--- src/hw/rtl/gsp_pkg.sv ---
// Shared types, constants and fixed log2 / exp2 interpolation tables
// for the gas sensor ppm estimator. No dependencies.
`default_nettype none

package gsp_pkg;

   localparam int ADC_FULL_SCALE = 2047;
   localparam int SAMPLE_W       = 11;
   localparam int RES_W          = 22;
   localparam int RO_W           = 24;
   localparam int PPM_W          = 16;
   localparam int CNT_W          = 8;
   localparam int SUM_W          = 32;
   localparam int RES_SCALE      = 1280;
   localparam int LOG10_OF_2     = 19728;
   localparam int LOG2_OF_10     = 217707;

   localparam int LOG_DEPTH = 64;
   localparam int IDX_W     = $clog2(LOG_DEPTH);
   localparam int TAB_W     = 18;

   localparam int DIV_NUM_W = 40;
   localparam int DIV_DEN_W = 24;
   localparam int DIV_CNT_W = $clog2(DIV_NUM_W);

   typedef logic [TAB_W-1:0] tab_type [0:LOG_DEPTH];

   typedef struct packed {
      logic                 start;
      logic [DIV_NUM_W-1:0] num;
      logic [DIV_DEN_W-1:0] den;
   } div_req_type;

   typedef struct packed {
      logic                 busy;
      logic                 done;
      logic [DIV_NUM_W-1:0] quot;
   } div_rsp_type;

   function automatic longint unsigned gsp_isqrt(longint unsigned v);
      longint unsigned res;
      longint unsigned bval;
      longint unsigned w;
      res  = 0;
      w    = v;
      bval = 64'd1 << 62;
      while (bval > w) bval = bval >> 2;
      while (bval != 0) begin
         if (w >= res + bval) begin
            w   = w - (res + bval);
            res = (res >> 1) + bval;
         end else begin
            res = res >> 1;
         end
         bval = bval >> 2;
      end
      return res;
   endfunction

   function automatic tab_type gsp_log_tab();
      tab_type         tab;
      longint unsigned m;
      longint unsigned r;
      int              i;
      int              b;
      for (i = 0; i < LOG_DEPTH; i++) begin
         m = (64'd1 << 30) + ((64'(i) << 30) / LOG_DEPTH);
         r = 0;
         for (b = 0; b < 20; b++) begin
            m = (m * m) >> 30;
            r = r << 1;
            if (m >= (64'd2 << 30)) begin
               m = m >> 1;
               r = r | 64'd1;
            end
         end
         tab[i] = TAB_W'((r + 64'd8) >> 4);
      end
      tab[LOG_DEPTH] = TAB_W'(65536);
      return tab;
   endfunction

   function automatic tab_type gsp_exp_tab();
      tab_type         tab;
      longint unsigned roots [20];
      longint unsigned acc;
      longint unsigned f20;
      int              i;
      int              b;
      roots[0] = gsp_isqrt(64'd2 << 60);
      for (b = 1; b < 20; b++) roots[b] = gsp_isqrt(roots[b-1] << 30);
      for (i = 0; i < LOG_DEPTH; i++) begin
         f20 = (64'(i) << 20) / LOG_DEPTH;
         acc = 64'd1 << 30;
         for (b = 0; b < 20; b++) begin
            if (((f20 >> (19 - b)) & 64'd1) != 0) acc = (acc * roots[b]) >> 30;
         end
         tab[i] = TAB_W'((acc + 64'd8192) >> 14);
      end
      tab[LOG_DEPTH] = TAB_W'(131072);
      return tab;
   endfunction

   localparam tab_type LOG_TAB = gsp_log_tab();
   localparam tab_type EXP_TAB = gsp_exp_tab();

endpackage

`default_nettype wire

--- src/hw/rtl/gsp_div.sv ---
// Shared restoring divider, one quotient bit per cycle.
// Depends on gsp_pkg for widths and the request / response structs.
`default_nettype none

module gsp_div import gsp_pkg::*; (
   input  wire logic        clock,
   input  wire logic        reset,
   input  wire div_req_type req,
   output      div_rsp_type rsp
);

   logic                 busy_ff, busy_in;
   logic                 done_ff, done_in;
   logic [DIV_CNT_W-1:0] cnt_ff, cnt_in;
   logic [DIV_NUM_W-1:0] nq_ff, nq_in;
   logic [DIV_DEN_W:0]   rem_ff, rem_in, rem_sh;
   logic [DIV_DEN_W-1:0] den_ff, den_in;
   logic                 ge;

   always_comb begin
      rem_sh  = {rem_ff[DIV_DEN_W-1:0], nq_ff[DIV_NUM_W-1]};
      ge      = rem_sh >= {1'b0, den_ff};
      busy_in = busy_ff;
      done_in = 1'b0;
      cnt_in  = cnt_ff;
      nq_in   = nq_ff;
      rem_in  = rem_ff;
      den_in  = den_ff;
      if (req.start) begin
         busy_in = 1'b1;
         cnt_in  = '0;
         nq_in   = req.num;
         rem_in  = '0;
         den_in  = req.den;
      end else if (busy_ff) begin
         rem_in = ge ? rem_sh - {1'b0, den_ff} : rem_sh;
         nq_in  = {nq_ff[DIV_NUM_W-2:0], ge};
         cnt_in = cnt_ff + 1'b1;
         if (cnt_ff == DIV_CNT_W'(DIV_NUM_W - 1)) begin
            busy_in = 1'b0;
            done_in = 1'b1;
         end
      end
   end

   always_ff @(posedge clock) begin
      if (reset) begin
         busy_ff <= 1'b0;
         done_ff <= 1'b0;
         cnt_ff  <= '0;
      end else begin
         busy_ff <= busy_in;
         done_ff <= done_in;
         cnt_ff  <= cnt_in;
      end
   end

   always_ff @(posedge clock) begin
      nq_ff  <= nq_in;
      rem_ff <= rem_in;
      den_ff <= den_in;
   end

   assign rsp.busy = busy_ff;
   assign rsp.done = done_ff;
   assign rsp.quot = nq_ff;

   a_start_when_free: assert property (@(posedge clock) disable iff (reset)
      req.start |-> !busy_ff) else $error("divider started while busy");

   a_start_runs: assert property (@(posedge clock) disable iff (reset)
      req.start |=> busy_ff && !done_ff) else $error("divider did not start");

   a_done_ends_run: assert property (@(posedge clock) disable iff (reset)
      done_ff |-> $past(busy_ff) && !busy_ff) else $error("divider done without a run");

endmodule

`default_nettype wire

--- src/hw/rtl/gas_sensor_ppm_estimator_unit.sv ---
// Gas sensor ppm estimator top level: sequencer, run accumulators, log/exp path.
// Depends on gsp_pkg and gsp_div.
//
// Each beat on req_ carries one raw sample. Samples are turned into a sensor
// resistance and summed per run; the last sample of a calibration run yields a
// new Ro, the last of a measurement run yields a ppm estimate on rsp_. One
// item is handled at a time and req_ready is low while it is in work. All
// divisions go through one shared 40-step bit-serial divider. A sample that
// does not close a run needs one division (none for a sample of zero or full
// scale), one that closes a calibration run up to three, one that closes a
// measurement run up to four plus up to 23 normalize steps. A measurement
// sample before any calibration is dropped without a result. A finished
// result waits in the rsp_ register; the next item is taken meanwhile and
// stalls only if it too must deliver.
`default_nettype none

module gas_sensor_ppm_estimator_unit import gsp_pkg::*; (
   input  wire logic                clock,
   input  wire logic                reset,
   input  wire logic                req_valid,
   output      logic                req_ready,
   input  wire logic                req_func,
   input  wire logic [SAMPLE_W-1:0] req_sample,
   input  wire logic [1:0]          req_gas,
   output      logic                rsp_valid,
   input  wire logic                rsp_ready,
   output      logic                rsp_kind,
   output      logic [RO_W-1:0]     rsp_ro_kohm,
   output      logic [PPM_W-1:0]    rsp_ppm,
   output      logic                rsp_saturated,
   input  wire logic                csr_write_en,
   input  wire logic [2:0]          csr_index,
   input  wire logic [47:0]         csr_wdata
);

   localparam logic [3:0] ST_IDLE   = 4'd0;
   localparam logic [3:0] ST_RDIV   = 4'd1;
   localparam logic [3:0] ST_ACCUM  = 4'd2;
   localparam logic [3:0] ST_AVG    = 4'd3;
   localparam logic [3:0] ST_RODIV  = 4'd4;
   localparam logic [3:0] ST_RATDIV = 4'd5;
   localparam logic [3:0] ST_RCHK   = 4'd6;
   localparam logic [3:0] ST_NORM   = 4'd7;
   localparam logic [3:0] ST_LOG1   = 4'd8;
   localparam logic [3:0] ST_LOG2   = 4'd9;
   localparam logic [3:0] ST_EGO    = 4'd10;
   localparam logic [3:0] ST_EDIV   = 4'd11;
   localparam logic [3:0] ST_EXP1   = 4'd12;
   localparam logic [3:0] ST_EXP2   = 4'd13;
   localparam logic [3:0] ST_EXP3   = 4'd14;
   localparam logic [3:0] ST_DONE   = 4'd15;

   localparam logic [2:0] CSR_CALIB_TGT = 3'd0;
   localparam logic [2:0] CSR_READ_TGT  = 3'd1;
   localparam logic [2:0] CSR_CAF       = 3'd2;
   localparam logic [2:0] CSR_LPG       = 3'd3;
   localparam logic [2:0] CSR_CO        = 3'd4;
   localparam logic [2:0] CSR_SMOKE     = 3'd5;

   localparam logic [1:0] GAS_LPG   = 2'd0;
   localparam logic [1:0] GAS_CO    = 2'd1;
   localparam logic [1:0] GAS_SMK   = 2'd2;
   localparam logic [1:0] GAS_NONE  = 2'd3;

   localparam logic [RES_W-1:0] RES_MAX = '1;
   localparam logic [RO_W-1:0]  Q24_MAX = '1;

   // configuration
   logic [CNT_W-1:0] calib_tgt_ff, read_tgt_ff;
   logic [15:0]      caf_ff;
   logic [47:0]      lpg_ff, co_ff, smoke_ff;

   // control
   logic [3:0]       state_ff, state_in;
   logic [CNT_W-1:0] calib_count_ff, calib_count_in, read_count_ff, read_count_in;
   logic [SUM_W-1:0] calib_sum_ff, calib_sum_in, read_sum_ff, read_sum_in;
   logic [RO_W-1:0]  ro_ff, ro_in;
   logic             calibrated_ff, calibrated_in;
   logic             calib_sat_ff, calib_sat_in, read_sat_ff, read_sat_in;
   logic             rsp_valid_ff, rsp_valid_in;

   // working payload
   logic                    func_ff, func_in;
   logic [1:0]              gas_ff, gas_in;
   logic [RES_W-1:0]        res_ff, res_in;
   logic [RO_W-1:0]         norm_ff, norm_in;
   logic [4:0]              msb_ff, msb_in;
   logic signed [21:0]      l2_ff, l2_in;
   logic signed [19:0]      l10_ff, l10_in;
   logic                    eneg_ff, eneg_in;
   logic signed [22:0]      e_ff, e_in;
   logic signed [24:0]      t_ff, t_in;
   logic [TAB_W-1:0]        v_ff, v_in;
   logic [PPM_W-1:0]        ppm_ff, ppm_in;
   logic                    rsp_kind_ff, rsp_kind_in;
   logic [RO_W-1:0]         rsp_ro_ff, rsp_ro_in;
   logic [PPM_W-1:0]        rsp_ppm_ff, rsp_ppm_in;
   logic                    rsp_sat_ff, rsp_sat_in;

   div_req_type div_req;
   div_rsp_type div_rsp;

   // helpers
   logic [47:0]             curve_sel;
   logic signed [15:0]      cx, cy, cslope;
   logic [CNT_W-1:0]        tgt_raw, tgt, count_cur, count_new;
   logic [SUM_W-1:0]        sum_cur, sum_new;
   logic [RES_W-1:0]        avg;
   logic [15:0]             lfrac, lfr, efrac, efr;
   logic [IDX_W:0]          lidx, eidx;
   logic [TAB_W-1:0]        ldiff, ediff, linterp, einterp;
   logic [TAB_W+15:0]       lprod, eprod;
   logic signed [5:0]       lexp;
   logic signed [37:0]      l10_prod;
   logic signed [20:0]      ydiff;
   logic signed [32:0]      enum_s;
   logic [32:0]             emag;
   logic [15:0]             smag;
   logic signed [34:0]      qs, e35;
   logic signed [41:0]      t_prod;
   logic signed [8:0]       kexp, kshift;
   logic [TAB_W-1:0]        pshift;

   gsp_div u_div (
      .clock (clock),
      .reset (reset),
      .req   (div_req),
      .rsp   (div_rsp)
   );

   always_comb begin
      case (gas_ff)
         GAS_LPG:   curve_sel = lpg_ff;
         GAS_CO:    curve_sel = co_ff;
         GAS_SMK:   curve_sel = smoke_ff;
         default:   curve_sel = '0;
      endcase
   end

   assign cx     = $signed(curve_sel[47:32]);
   assign cy     = $signed(curve_sel[31:16]);
   assign cslope = $signed(curve_sel[15:0]);

   assign tgt_raw   = func_ff ? read_tgt_ff : calib_tgt_ff;
   assign tgt       = (tgt_raw == '0) ? CNT_W'(1) : tgt_raw;
   assign count_cur = func_ff ? read_count_ff : calib_count_ff;
   assign sum_cur   = func_ff ? read_sum_ff : calib_sum_ff;
   assign count_new = count_cur + 1'b1;
   assign sum_new   = sum_cur + SUM_W'(res_ff);
   assign avg       = div_rsp.quot[RES_W-1:0];

   // log2 mantissa interpolation
   assign lfrac   = norm_ff[22:7];
   assign lidx    = {1'b0, lfrac[15 -: IDX_W]};
   assign lfr     = {lfrac[15-IDX_W:0], {IDX_W{1'b0}}};
   assign ldiff   = LOG_TAB[lidx + 1'b1] - LOG_TAB[lidx];
   assign lprod   = ldiff * lfr;
   assign linterp = LOG_TAB[lidx] + lprod[TAB_W+15:16];
   assign lexp    = $signed({1'b0, msb_ff}) - 6'sd16;

   assign l10_prod = l2_ff * $signed(16'(LOG10_OF_2));

   assign ydiff  = $signed({l10_ff[19], l10_ff}) - $signed({cy[15], cy, 4'b0});
   assign enum_s = $signed({ydiff, 12'b0});
   assign emag   = ydiff[20] ? 33'(-enum_s) : 33'(enum_s);
   assign smag   = cslope[15] ? 16'(-cslope) : 16'(cslope);

   assign qs  = eneg_ff ? -$signed({2'b0, div_rsp.quot[32:0]})
                        :  $signed({2'b0, div_rsp.quot[32:0]});
   assign e35 = qs + $signed({{15{cx[15]}}, cx, 4'b0});

   assign t_prod = e_ff * $signed(19'(LOG2_OF_10));

   // exp2 fraction interpolation
   assign efrac   = t_ff[15:0];
   assign eidx    = {1'b0, efrac[15 -: IDX_W]};
   assign efr     = {efrac[15-IDX_W:0], {IDX_W{1'b0}}};
   assign ediff   = EXP_TAB[eidx + 1'b1] - EXP_TAB[eidx];
   assign eprod   = ediff * efr;
   assign einterp = EXP_TAB[eidx] + eprod[TAB_W+15:16];

   assign kexp   = t_ff[24:16];
   assign kshift = 9'sd16 - kexp;
   assign pshift = v_ff >> kshift[5:0];

   always_comb begin
      state_in       = state_ff;
      calib_count_in = calib_count_ff;
      calib_sum_in   = calib_sum_ff;
      read_count_in  = read_count_ff;
      read_sum_in    = read_sum_ff;
      ro_in          = ro_ff;
      calibrated_in  = calibrated_ff;
      calib_sat_in   = calib_sat_ff;
      read_sat_in    = read_sat_ff;
      rsp_valid_in   = rsp_valid_ff & ~rsp_ready;
      func_in        = func_ff;
      gas_in         = gas_ff;
      res_in         = res_ff;
      norm_in        = norm_ff;
      msb_in         = msb_ff;
      l2_in          = l2_ff;
      l10_in         = l10_ff;
      eneg_in        = eneg_ff;
      e_in           = e_ff;
      t_in           = t_ff;
      v_in           = v_ff;
      ppm_in         = ppm_ff;
      rsp_kind_in    = rsp_kind_ff;
      rsp_ro_in      = rsp_ro_ff;
      rsp_ppm_in     = rsp_ppm_ff;
      rsp_sat_in     = rsp_sat_ff;
      div_req        = '0;

      unique case (state_ff)
         ST_IDLE: begin
            if (req_valid) begin
               func_in = req_func;
               gas_in  = req_gas;
               if (req_func && !calibrated_ff) begin
                  state_in = ST_IDLE;
               end else if (req_sample == '0) begin
                  res_in = RES_MAX;
                  if (req_func) read_sat_in = 1'b1;
                  else calib_sat_in = 1'b1;
                  state_in = ST_ACCUM;
               end else if (32'(req_sample) >= 32'(ADC_FULL_SCALE)) begin
                  res_in   = '0;
                  state_in = ST_ACCUM;
               end else begin
                  div_req.start = 1'b1;
                  div_req.num   = DIV_NUM_W'(RES_SCALE) *
                                  (DIV_NUM_W'(ADC_FULL_SCALE) - DIV_NUM_W'(req_sample));
                  div_req.den   = DIV_DEN_W'(req_sample);
                  state_in      = ST_RDIV;
               end
            end
         end
         ST_RDIV: begin
            if (div_rsp.done) begin
               if (div_rsp.quot > DIV_NUM_W'(RES_MAX)) begin
                  res_in = RES_MAX;
                  if (func_ff) read_sat_in = 1'b1;
                  else calib_sat_in = 1'b1;
               end else begin
                  res_in = div_rsp.quot[RES_W-1:0];
               end
               state_in = ST_ACCUM;
            end
         end
         ST_ACCUM: begin
            if (func_ff) begin
               read_count_in = count_new;
               read_sum_in   = sum_new;
            end else begin
               calib_count_in = count_new;
               calib_sum_in   = sum_new;
            end
            if (count_new >= tgt) begin
               div_req.start = 1'b1;
               div_req.num   = DIV_NUM_W'(sum_new);
               div_req.den   = DIV_DEN_W'(count_new);
               state_in      = ST_AVG;
            end else begin
               state_in = ST_IDLE;
            end
         end
         ST_AVG: begin
            if (div_rsp.done) begin
               if (!func_ff) begin
                  if (caf_ff == '0) begin
                     ro_in         = Q24_MAX;
                     calib_sat_in  = 1'b1;
                     calibrated_in = 1'b1;
                     state_in      = ST_DONE;
                  end else begin
                     div_req.start = 1'b1;
                     div_req.num   = DIV_NUM_W'({avg, 8'b0});
                     div_req.den   = DIV_DEN_W'(caf_ff);
                     state_in      = ST_RODIV;
                  end
               end else begin
                  if (ro_ff == '0) begin
                     norm_in     = Q24_MAX;
                     read_sat_in = 1'b1;
                     state_in    = ST_RCHK;
                  end else begin
                     div_req.start = 1'b1;
                     div_req.num   = DIV_NUM_W'({avg, 16'b0});
                     div_req.den   = ro_ff;
                     state_in      = ST_RATDIV;
                  end
               end
            end
         end
         ST_RODIV: begin
            if (div_rsp.done) begin
               if (div_rsp.quot > DIV_NUM_W'(Q24_MAX)) begin
                  ro_in        = Q24_MAX;
                  calib_sat_in = 1'b1;
               end else begin
                  ro_in = div_rsp.quot[RO_W-1:0];
               end
               calibrated_in = 1'b1;
               state_in      = ST_DONE;
            end
         end
         ST_RATDIV: begin
            if (div_rsp.done) begin
               if (div_rsp.quot > DIV_NUM_W'(Q24_MAX)) begin
                  norm_in     = Q24_MAX;
                  read_sat_in = 1'b1;
               end else begin
                  norm_in = div_rsp.quot[RO_W-1:0];
               end
               state_in = ST_RCHK;
            end
         end
         ST_RCHK: begin
            if (gas_ff == GAS_NONE || cslope == '0) begin
               ppm_in   = '0;
               state_in = ST_DONE;
            end else begin
               if (norm_ff == '0) norm_in = RO_W'(1);
               msb_in   = 5'd23;
               state_in = ST_NORM;
            end
         end
         ST_NORM: begin
            if (!norm_ff[RO_W-1] && msb_ff != '0) begin
               norm_in = {norm_ff[RO_W-2:0], 1'b0};
               msb_in  = msb_ff - 1'b1;
            end else begin
               state_in = ST_LOG1;
            end
         end
         ST_LOG1: begin
            l2_in    = $signed({lexp, 16'b0}) + $signed({4'b0, linterp});
            state_in = ST_LOG2;
         end
         ST_LOG2: begin
            l10_in   = l10_prod[35:16];
            state_in = ST_EGO;
         end
         ST_EGO: begin
            eneg_in       = ydiff[20] ^ cslope[15];
            div_req.start = 1'b1;
            div_req.num   = DIV_NUM_W'(emag);
            div_req.den   = DIV_DEN_W'(smag);
            state_in      = ST_EDIV;
         end
         ST_EDIV: begin
            if (div_rsp.done) begin
               if (e35 > 35'sd4194303) e_in = 23'sh3FFFFF;
               else if (e35 < -35'sd4194304) e_in = 23'sh400000;
               else e_in = e35[22:0];
               state_in = ST_EXP1;
            end
         end
         ST_EXP1: begin
            t_in     = t_prod[40:16];
            state_in = ST_EXP2;
         end
         ST_EXP2: begin
            v_in     = einterp;
            state_in = ST_EXP3;
         end
         ST_EXP3: begin
            if (kexp >= 9'sd16) begin
               ppm_in      = '1;
               read_sat_in = 1'b1;
            end else if (kexp <= -9'sd24) begin
               ppm_in = '0;
            end else if (pshift > TAB_W'(16'hFFFF)) begin
               ppm_in      = '1;
               read_sat_in = 1'b1;
            end else begin
               ppm_in = pshift[PPM_W-1:0];
            end
            state_in = ST_DONE;
         end
         ST_DONE: begin
            if (!rsp_valid_ff || rsp_ready) begin
               rsp_valid_in = 1'b1;
               rsp_kind_in  = func_ff;
               rsp_ro_in    = ro_ff;
               rsp_ppm_in   = func_ff ? ppm_ff : '0;
               rsp_sat_in   = func_ff ? read_sat_ff : calib_sat_ff;
               if (func_ff) begin
                  read_count_in = '0;
                  read_sum_in   = '0;
                  read_sat_in   = 1'b0;
               end else begin
                  calib_count_in = '0;
                  calib_sum_in   = '0;
                  calib_sat_in   = 1'b0;
               end
               state_in = ST_IDLE;
            end
         end
         default: state_in = ST_IDLE;
      endcase
   end

   always_ff @(posedge clock) begin
      if (reset) begin
         state_ff       <= ST_IDLE;
         calib_count_ff <= '0;
         calib_sum_ff   <= '0;
         read_count_ff  <= '0;
         read_sum_ff    <= '0;
         ro_ff          <= RO_W'(2560);
         calibrated_ff  <= 1'b0;
         calib_sat_ff   <= 1'b0;
         read_sat_ff    <= 1'b0;
         rsp_valid_ff   <= 1'b0;
         calib_tgt_ff   <= CNT_W'(50);
         read_tgt_ff    <= CNT_W'(50);
         caf_ff         <= 16'd2517;
         lpg_ff         <= 48'd40462943320187;
         co_ff          <= 48'd40463080225423;
         smoke_ff       <= 48'd40463029238006;
      end else begin
         state_ff       <= state_in;
         calib_count_ff <= calib_count_in;
         calib_sum_ff   <= calib_sum_in;
         read_count_ff  <= read_count_in;
         read_sum_ff    <= read_sum_in;
         ro_ff          <= ro_in;
         calibrated_ff  <= calibrated_in;
         calib_sat_ff   <= calib_sat_in;
         read_sat_ff    <= read_sat_in;
         rsp_valid_ff   <= rsp_valid_in;
         if (csr_write_en) begin
            unique case (csr_index)
               CSR_CALIB_TGT: calib_tgt_ff <= csr_wdata[CNT_W-1:0];
               CSR_READ_TGT:  read_tgt_ff  <= csr_wdata[CNT_W-1:0];
               CSR_CAF:       caf_ff       <= csr_wdata[15:0];
               CSR_LPG:       lpg_ff       <= csr_wdata;
               CSR_CO:        co_ff        <= csr_wdata;
               CSR_SMOKE:     smoke_ff     <= csr_wdata;
               default: ;
            endcase
         end
      end
   end

   always_ff @(posedge clock) begin
      func_ff     <= func_in;
      gas_ff      <= gas_in;
      res_ff      <= res_in;
      norm_ff     <= norm_in;
      msb_ff      <= msb_in;
      l2_ff       <= l2_in;
      l10_ff      <= l10_in;
      eneg_ff     <= eneg_in;
      e_ff        <= e_in;
      t_ff        <= t_in;
      v_ff        <= v_in;
      ppm_ff      <= ppm_in;
      rsp_kind_ff <= rsp_kind_in;
      rsp_ro_ff   <= rsp_ro_in;
      rsp_ppm_ff  <= rsp_ppm_in;
      rsp_sat_ff  <= rsp_sat_in;
   end

   assign req_ready     = (state_ff == ST_IDLE);
   assign rsp_valid     = rsp_valid_ff;
   assign rsp_kind      = rsp_kind_ff;
   assign rsp_ro_kohm   = rsp_ro_ff;
   assign rsp_ppm       = rsp_ppm_ff;
   assign rsp_saturated = rsp_sat_ff;

   a_rsp_held: assert property (@(posedge clock) disable iff (reset)
      rsp_valid_ff && !rsp_ready |=> rsp_valid_ff &&
         $stable({rsp_kind_ff, rsp_ro_ff, rsp_ppm_ff, rsp_sat_ff}))
      else $error("result beat dropped or changed while waiting");

   a_calibrated_sticky: assert property (@(posedge clock) disable iff (reset)
      calibrated_ff |=> calibrated_ff) else $error("calibrated flag cleared");

   a_rsp_from_done: assert property (@(posedge clock) disable iff (reset)
      $rose(rsp_valid_ff) |-> $past(state_ff) == ST_DONE)
      else $error("result beat raised outside the done state");

endmodule

`default_nettype wire

--- config.mk ---
export PLATFORM = sky130hd
export DESIGN_NAME = gas_sensor_ppm_estimator_unit
export DESIGN_NICKNAME = d
export VERILOG_FILES = /design/src/hw/rtl/gsp_pkg.sv /design/src/hw/rtl/gsp_div.sv /design/src/hw/rtl/gas_sensor_ppm_estimator_unit.sv
export SDC_FILE = /design/constraint.sdc
export NUM_CORES = 2
export LEC_CHECK = 0
export BUFFER_PORTS_ARGS = -buffer_cell sky130_fd_sc_hd__buf_2
export CELL_PAD_IN_SITES_DETAIL_PLACEMENT = 2
export CELL_PAD_IN_SITES_GLOBAL_PLACEMENT = 2
export CORE_AREA = 2 2 445 337
export CTS_CLUSTER_DIAMETER = 200
export CTS_CLUSTER_SIZE = 40
export DETAILED_ROUTE_END_ITERATION = 8
export DIE_AREA = 0 0 447 339
export GPL_TIMING_DRIVEN = 0
export PLACE_DENSITY_LB_ADDON = 0.1
export SETUP_SLACK_MARGIN = 0.05
export SYNTH_ARGS = -nofsm -noshare
export SYNTH_HDL_FRONTEND = slang
export SYNTH_SLANG_ARGS = --single-unit
--- constraint.sdc ---
create_clock -name clock -period 26.6 [get_ports clock]
set_input_delay 3.99 -clock clock [delete_from_list [all_inputs] [get_ports clock]]
set_output_delay 3.99 -clock clock [all_outputs]
set_load 0.02 [all_outputs]
# --- Word-level counts from Yosys, hierarchy flattened ---
# Memories as Yosys holds them, arrays and structs flattened.
# Index checks and enable logic that the tools add are counted.
op_classes:
  add_sub_neg: 20
  multipliers: 5
  div_mod_pow: 0
  magnitude_cmp: 14
  eq_ne: 56
  shift: 1
  n_mux: 131
  bitwise: 8
  reduce_logical: 47
ops:
  columns: ["cell", "count"]
  rows:
  - ["$mux 65", 9]
  - ["$mux 24", 12]
  - ["$pmux 65 s4", 1]
  - ["$mux 32", 7]
  - ["$mux 18", 8]
  - ["$pmux 48 s3", 1]
  - ["$mux 22", 6]
  - ["$pmux 32 s2", 2]
  - ["$pmux 24 s4", 1]
  - ["$mux 16", 5]
  - ["$mux 40", 2]
  - ["$mux 8", 9]
  - ["$pmux 4 s16", 1]
  - ["$mul 18x10->28", 2]
  - ["$logic_not 24->1", 2]
  - ["$pmux 24 s2", 1]
  - ["$mux 4", 11]
  - ["$ne 2x2->1 const B", 22]
  - ["$pmux 22 s2", 1]
  - ["$mul 23x19->41 const B", 1]
  - ["$gt 40x22->1 const B", 1]
  - ["$gt 40x24->1 const B", 1]
  - ["$mul 3x40->32 const A", 1]
  - ["$mux 1", 37]
  - ["79 further kinds", 138]
totals:
  register_bits: 605
  latchBits: 0
  ram_bits: 0
  romBits: 9216
  inputBits: 70
  out_inout_bits: 44
  elab_cells: 324
  memories: 4
memory_table:
  columns: ["name", "depth", "width", "rd", "rd_clocked_by_memory_dff", "write_ports", "line", "source"]
  rows:
  - ["(no name shown)", 128, 18, 1, 0, 0, "gas_sensor_ppm_estimator_unit.sv:180", "assign einterp = EXP_TAB[eidx] + eprod[TAB_W+15:16];"]
  - ["(no name shown)", 128, 18, 1, 0, 0, "gas_sensor_ppm_estimator_unit.sv:178", "assign ediff = EXP_TAB[eidx + 1'b1] - EXP_TAB[eidx];"]
  - ["(no name shown)", 128, 18, 1, 0, 0, "gas_sensor_ppm_estimator_unit.sv:158", "assign linterp = LOG_TAB[lidx] + lprod[TAB_W+15:16];"]
  - ["(no name shown)", 128, 18, 1, 0, 0, "gas_sensor_ppm_estimator_unit.sv:156", "assign ldiff = LOG_TAB[lidx + 1'b1] - LOG_TAB[lidx];"]

# --- Depth between registers and ports, before layout ---
depth:
  ltp_word: 9
  mapped_depth: 58
  depth_no_buf: 56

# --- Cells and area by module ---
# Synthesis repeated with hierarchy kept, for this count alone.
unflattened:
  hier_cells: 7584
  hier_area_um2: 63937.6
by_module_without_submodules:
  columns: ["module", "instances", "cells_each", "area_per_inst_um2", "seq_area_each_um2"]
  rows:
  - ["gas_sensor_ppm_estimator_unit", 1, 7108, 58803.9, 12401.9]
  - ["gsp_div", 1, 476, 5133.7, 2562.5]

# --- Worst setup path before layout ---
# No wires, ideal clock.
synth_timing:
  kind: "register to register"
  startpoint: "reg norm_ff[18]"
  endpoint: "reg l2_ff[20], data pin"
  setup_time_ps: 259
  t_arrival_ps: 11540
  required_ps: 26341
  path_slack_ps: 14801
  path_stages_with_launch: 55
  n_path_buf: 5
  synth_period_minus_slack_ps: 11799
  cell_sequence: "edfxtp_1 ha_1 inv_1 ha_1 clkbuf_1 clkbuf_1 clkbuf_1 nor3_1 o21ai_0 a31oi_1 nand2_1 ha_1 inv_1 fa_1 a21o_1 a21oi_1 o21ai_0 a21oi_1 [... 19 more ...] nand2_1 a41o_1 nor2_1 nor2b_1 o21a_1 o21a_1 nor3_1 nor2_1 ha_1 and2_1 o21ai_0 o211ai_1 o211ai_1 o311ai_0 xnor2_1 fa_1 nor2_1 xnor2_1"
synth_via:
  elab_chain_cells: 9
  elab_cells_between_ends: 13
  cone_classes: "4 x add/sub; 1 x mul; 4 x mux; 2 x bitwise; 2 x memory"
synth_rtl:
  columns: ["item", "line", "source"]
  rows:
  - ["start, declared", "gas_sensor_ppm_estimator_unit.sv:86", "logic [RO_W-1:0] norm_ff, norm_in;"]
  - ["start signal, assigned", "gas_sensor_ppm_estimator_unit.sv:452", "norm_ff <= norm_in;"]
  - ["$add 6x1->7", "gas_sensor_ppm_estimator_unit.sv:156", null]
  - ["$not 7->8 (implied by the code)", "gas_sensor_ppm_estimator_unit.sv:156", null]
  - ["$mem_v2 128x18", null, null]
  - ["$mux 18 (implied by the code) (2 in series)", "gas_sensor_ppm_estimator_unit.sv:156", null]
  - ["$sub 18x18->18", "gas_sensor_ppm_estimator_unit.sv:156", null]
  - ["$mul 18x10->28", "gas_sensor_ppm_estimator_unit.sv:157", "assign lprod = ldiff * lfr;"]
  - ["$add 18x18->18 *", "gas_sensor_ppm_estimator_unit.sv:158", null]
  - ["$add 22x19->22 *", "gas_sensor_ppm_estimator_unit.sv:338", "l2_in = $signed({lexp, 16'b0}) + $signed({4'b0, linterp});"]
  - ["end signal, assigned", "gas_sensor_ppm_estimator_unit.sv:454", "l2_ff <= l2_in;"]
  - ["end, declared", "gas_sensor_ppm_estimator_unit.sv:88", "logic signed [21:0] l2_ff, l2_in;"]
# Mark *: on every way between the ends. The rest lies on a longest branch, timed or not. The select of a mux whose other input is x is not followed.
# A chain may end at the register's enable or synchronous reset.

# --- Final worst setup path ---
layout_timing:
  startpoint: "reg norm_ff[19]"
  endpoint: "reg l2_ff[20], data pin"
# Same word-level chain as after synthesis.

==> impl_results.md <==
* RSZ-0062 raised after global routing: no
* Final WL at 301000 um
* Met2 wire len at 126000 um
* Clock tree root driver cell: clkbuf_16
* Largest net degree at the start of global routing at 42
* Reg-to-Reg Start: norm_ff[19]
* Hold depth at 2
* Avg Cell Area, Syn at 8.37 um2
* DP Area at 0.0677 mm2
* Crit-path max cell delay at 0.94 ns
* # setup viols final at 0
* CP required at 27.03 ns
* Clock-pin slew on the worst setup and hold paths at 0.18 ns
* Post-cts sizing count at 0
* Leakage at 0.0295 uW
* Layout area overhead at 6.42%
* Design Area, Final at 0.0685 mm2
* Worst reg2reg path endpoint: l2_ff[20]
* Worst setup path end: l2_ff[20]
* Setup TNS at 0 ns
* Fraction of registers with async set/reset at 0
* Synth top area cells: fa_1 (15%), edfxtp_1 (13%), ha_1 (12%)
* DR DRC count at 6
* Total GRT Usage at 0.388
* Starting Density at 0.438
* Post-synthesis instance total at 7690
* Slew headroom at -0.0136
* Tightest Hold Check Type: register to register
* Nets at 9024
* CTS sink cnt at 605
* TritonRoute pass-1 iters at 9
* EDFF count, synth at 285
* Post-CTS Setup Inserts at 0
* Vias per std cell at 6.30
* Maximum clock frequency at 0.0597 GHz
* Syn. warnings at 0
* Die Width at 447 um
* Max FO, Critical Path at 11
* CTS tree: yes
* Worst path most repeated cell: fa_1
* Fillcell total at 16600
* Initial antenna violation count at 36
* Synth top area share at 0.150
* Final Hold Viols at 0
* CTS Buffer Depth at 3
* Slowest cell on crit path: a211oi_2
* Seq/Total Area, Yosys at 0.233
* Worst setup EP type: register
* Cell taking the most area after synthesis: fa_1
* Number of global-route vias before repair at 65600
* WL met1 at 137000 um
* Synth Register Bits at 605
* Worst Setup Start Kind: register
* Failing checks: design-rule violations, max-capacitance violations, max-slew violations
* Core area at 0.147 mm2
* Worst Hold Slack at 0.467 ns
* Met3 WL at 30600 um
* Max rail drop VDD at 0.000187 V
* H-tree depth at 1
* Wire length per cell at 30.6 um
* Hold Buf Count CTS at 0
* Share of post-route cells with drive strength above 1 at 0.0355
* Most frequent cells in the layout: nand2_1 (1065), inv_1 (832), ha_1 (628), a21oi_1 (561), fa_1 (481)
* DP HPWL at 244000 um
* CTS Buf Count at 20
* Status: finished with violations
* WS Path Type: register to register
* Final estimated routing congestion in global placement at 0.983
* Die Footprint at 0.152 mm2
* GRT overflow at 0
* Post-place setup slack at 10.39 ns
* Tot Pwr at 4890 uW
* Setup Skew at 0.0704 ns
* IO Count at 114
* Fin crit share at 0.630
* Pwr per Cell Area at 71.4 mW/mm2
* Die Ht at 339 um
* Antenna viol nets, final at 0
* Flop2flop setup slack at 9.84 ns
* Post-route setup slack at 9.84 ns
* Post-synth top flop: dfxtp_1
* Reg2reg path depth at 49
* Yosys cell types at 93
* Crit path from: norm_ff[19]
* CP arrival at 17.20 ns
* Mapped Nets at 8869
* Worst-Margin Slew at 1.52 ns
* Final Critical Period at 16.76 ns
* Initial drt markers at 6555
* Slew Viols, Final at 11
* Port Buffers at 113
* Vias post-DR at 62200
* Mapped cell area at 0.0643 mm2
* Most common cell after layout, fill and taps aside: nand2_1
* Max-Cap Viols at 2
* Global-route wire length before repair at 443000 um
* Top sig layer: met5
* Row Count at 122
* Worst-Skew Late Latency at 0.69 ns
[power by group]
part | switching [uW] | internal (uW)
Clock | 345 | 157
Sequential | 54.2 | 1120
Combinational | 2230 | 980
Total | 2630 | 2260
[state kept, by name, indices dropped and copies added (netlist names), 18 cells and up]
name	count
u_div.rem_ff	24
u_div.den_ff	24
co_ff	48
lpg_ff	48
calib_sum_ff	32
l10_ff	20
norm_ff	24
e_ff	23
l2_ff	22
res_ff	22
u_div.nq_ff	40
read_sum_ff	32
t_ff	25
smoke_ff	48
v_ff	18
ro_ff	24
rsp_ro_kohm	24
[worst min path at each step]
stage                           from          endpoint  slack (ns)
floorplan           read_count_ff[1]  read_count_ff[1]        0.43
global placement     read_sum_ff[19]   read_sum_ff[19]        0.44
detailed placement   calib_sum_ff[8]   calib_sum_ff[8]        0.45
CTS                  calib_sum_ff[8]   calib_sum_ff[8]        0.47
global route         calib_sum_ff[5]   calib_sum_ff[5]        0.49
finish                read_sum_ff[6]    read_sum_ff[6]        0.47
[layout make-up]
| class | instances | area (um2) | area share |
|---|---|---|---|
| Sequential cell | 605 | 15000 | 0.219 |
| Multi-Input combinational cell | 5795 | 44600 | 0.652 |
| Buffer | 450 | 1710 | 0.0249 |
| Tap cell | 1984 | 2480 | 0.0363 |
| Timing Repair Buffer | 133 | 831 | 0.0121 |
| Clock inverter | 4 | 78.8 | 0.00115 |
| Clock buffer | 32 | 567 | 0.00828 |
| Inverter | 840 | 3150 | 0.0460 |
| Antenna cell | 24 | 60.1 | 0.000877 |
[stage by stage]
step	utilization	cells
CTS	0.466	9841
global route	0.466	9855
floorplan	-	7690
global placement	0.459	9787
finish	0.466	9867
detailed placement	0.461	9805
[metal layers]
| layer | track usage | vias up |
|---|---|---|
| li1 | - | 26600 |
| met1 | 0.575 | 32400 |
| met2 | 0.566 | 2772 |
| met3 | 0.0920 | 431 |
| met4 | 0.0875 | 24 |
| met5 | 0.00159 | - |
[synthesized netlist by cell type, types with 27 or more instances]
cell      number
nor2_1       474
xnor2_1      231
xor2_1       109
nor3_1       189
a211oi_1      58
o21ai_0      375
buf_1         47
and2_1       185
inv_1        832
a21o_1        70
nand4_1       57
nand2b_1      73
a21oi_1      561
nor4_1        40
mux2i_1      109
edfxtp_1     285
dfxtp_1      320
a31oi_1       51
o21a_1        70
ha_1         628
o311ai_0      29
o211ai_1      61
fa_1         481
nand2_1     1065
and3_1        43
mux2_2        38
or3_1         27
nand3_1      129
o21ai_1       27
clkbuf_1     396
nor2b_1       68
nand3b_1     104
[critical path: cells and delay by family (launching register included)]
family,cells,cell delay [ns]
AND/OR/NAND/NOR,8,2.09
buffers and inverters,8,1.83
flip-flops,1,0.81
adder cells (fa/ha/maj),11,4.61
XOR/XNOR,4,1.31
AO/OA/AOI/OAI,18,5.82
[kinds of logic after synthesis]
kind of cell               after synthesis  synth area share
AOI/OAI and AO/OA                     1641             0.160
xor gates and xnor gates               340            0.0463
adders and majority gates             1109             0.272
buffers and inverters                 1290            0.0755
DFF                                    605             0.233
muxes                                  156            0.0268
and+or+nand+nor                       2549             0.187
Note: power is estimated with default switching activity, not from simulation.
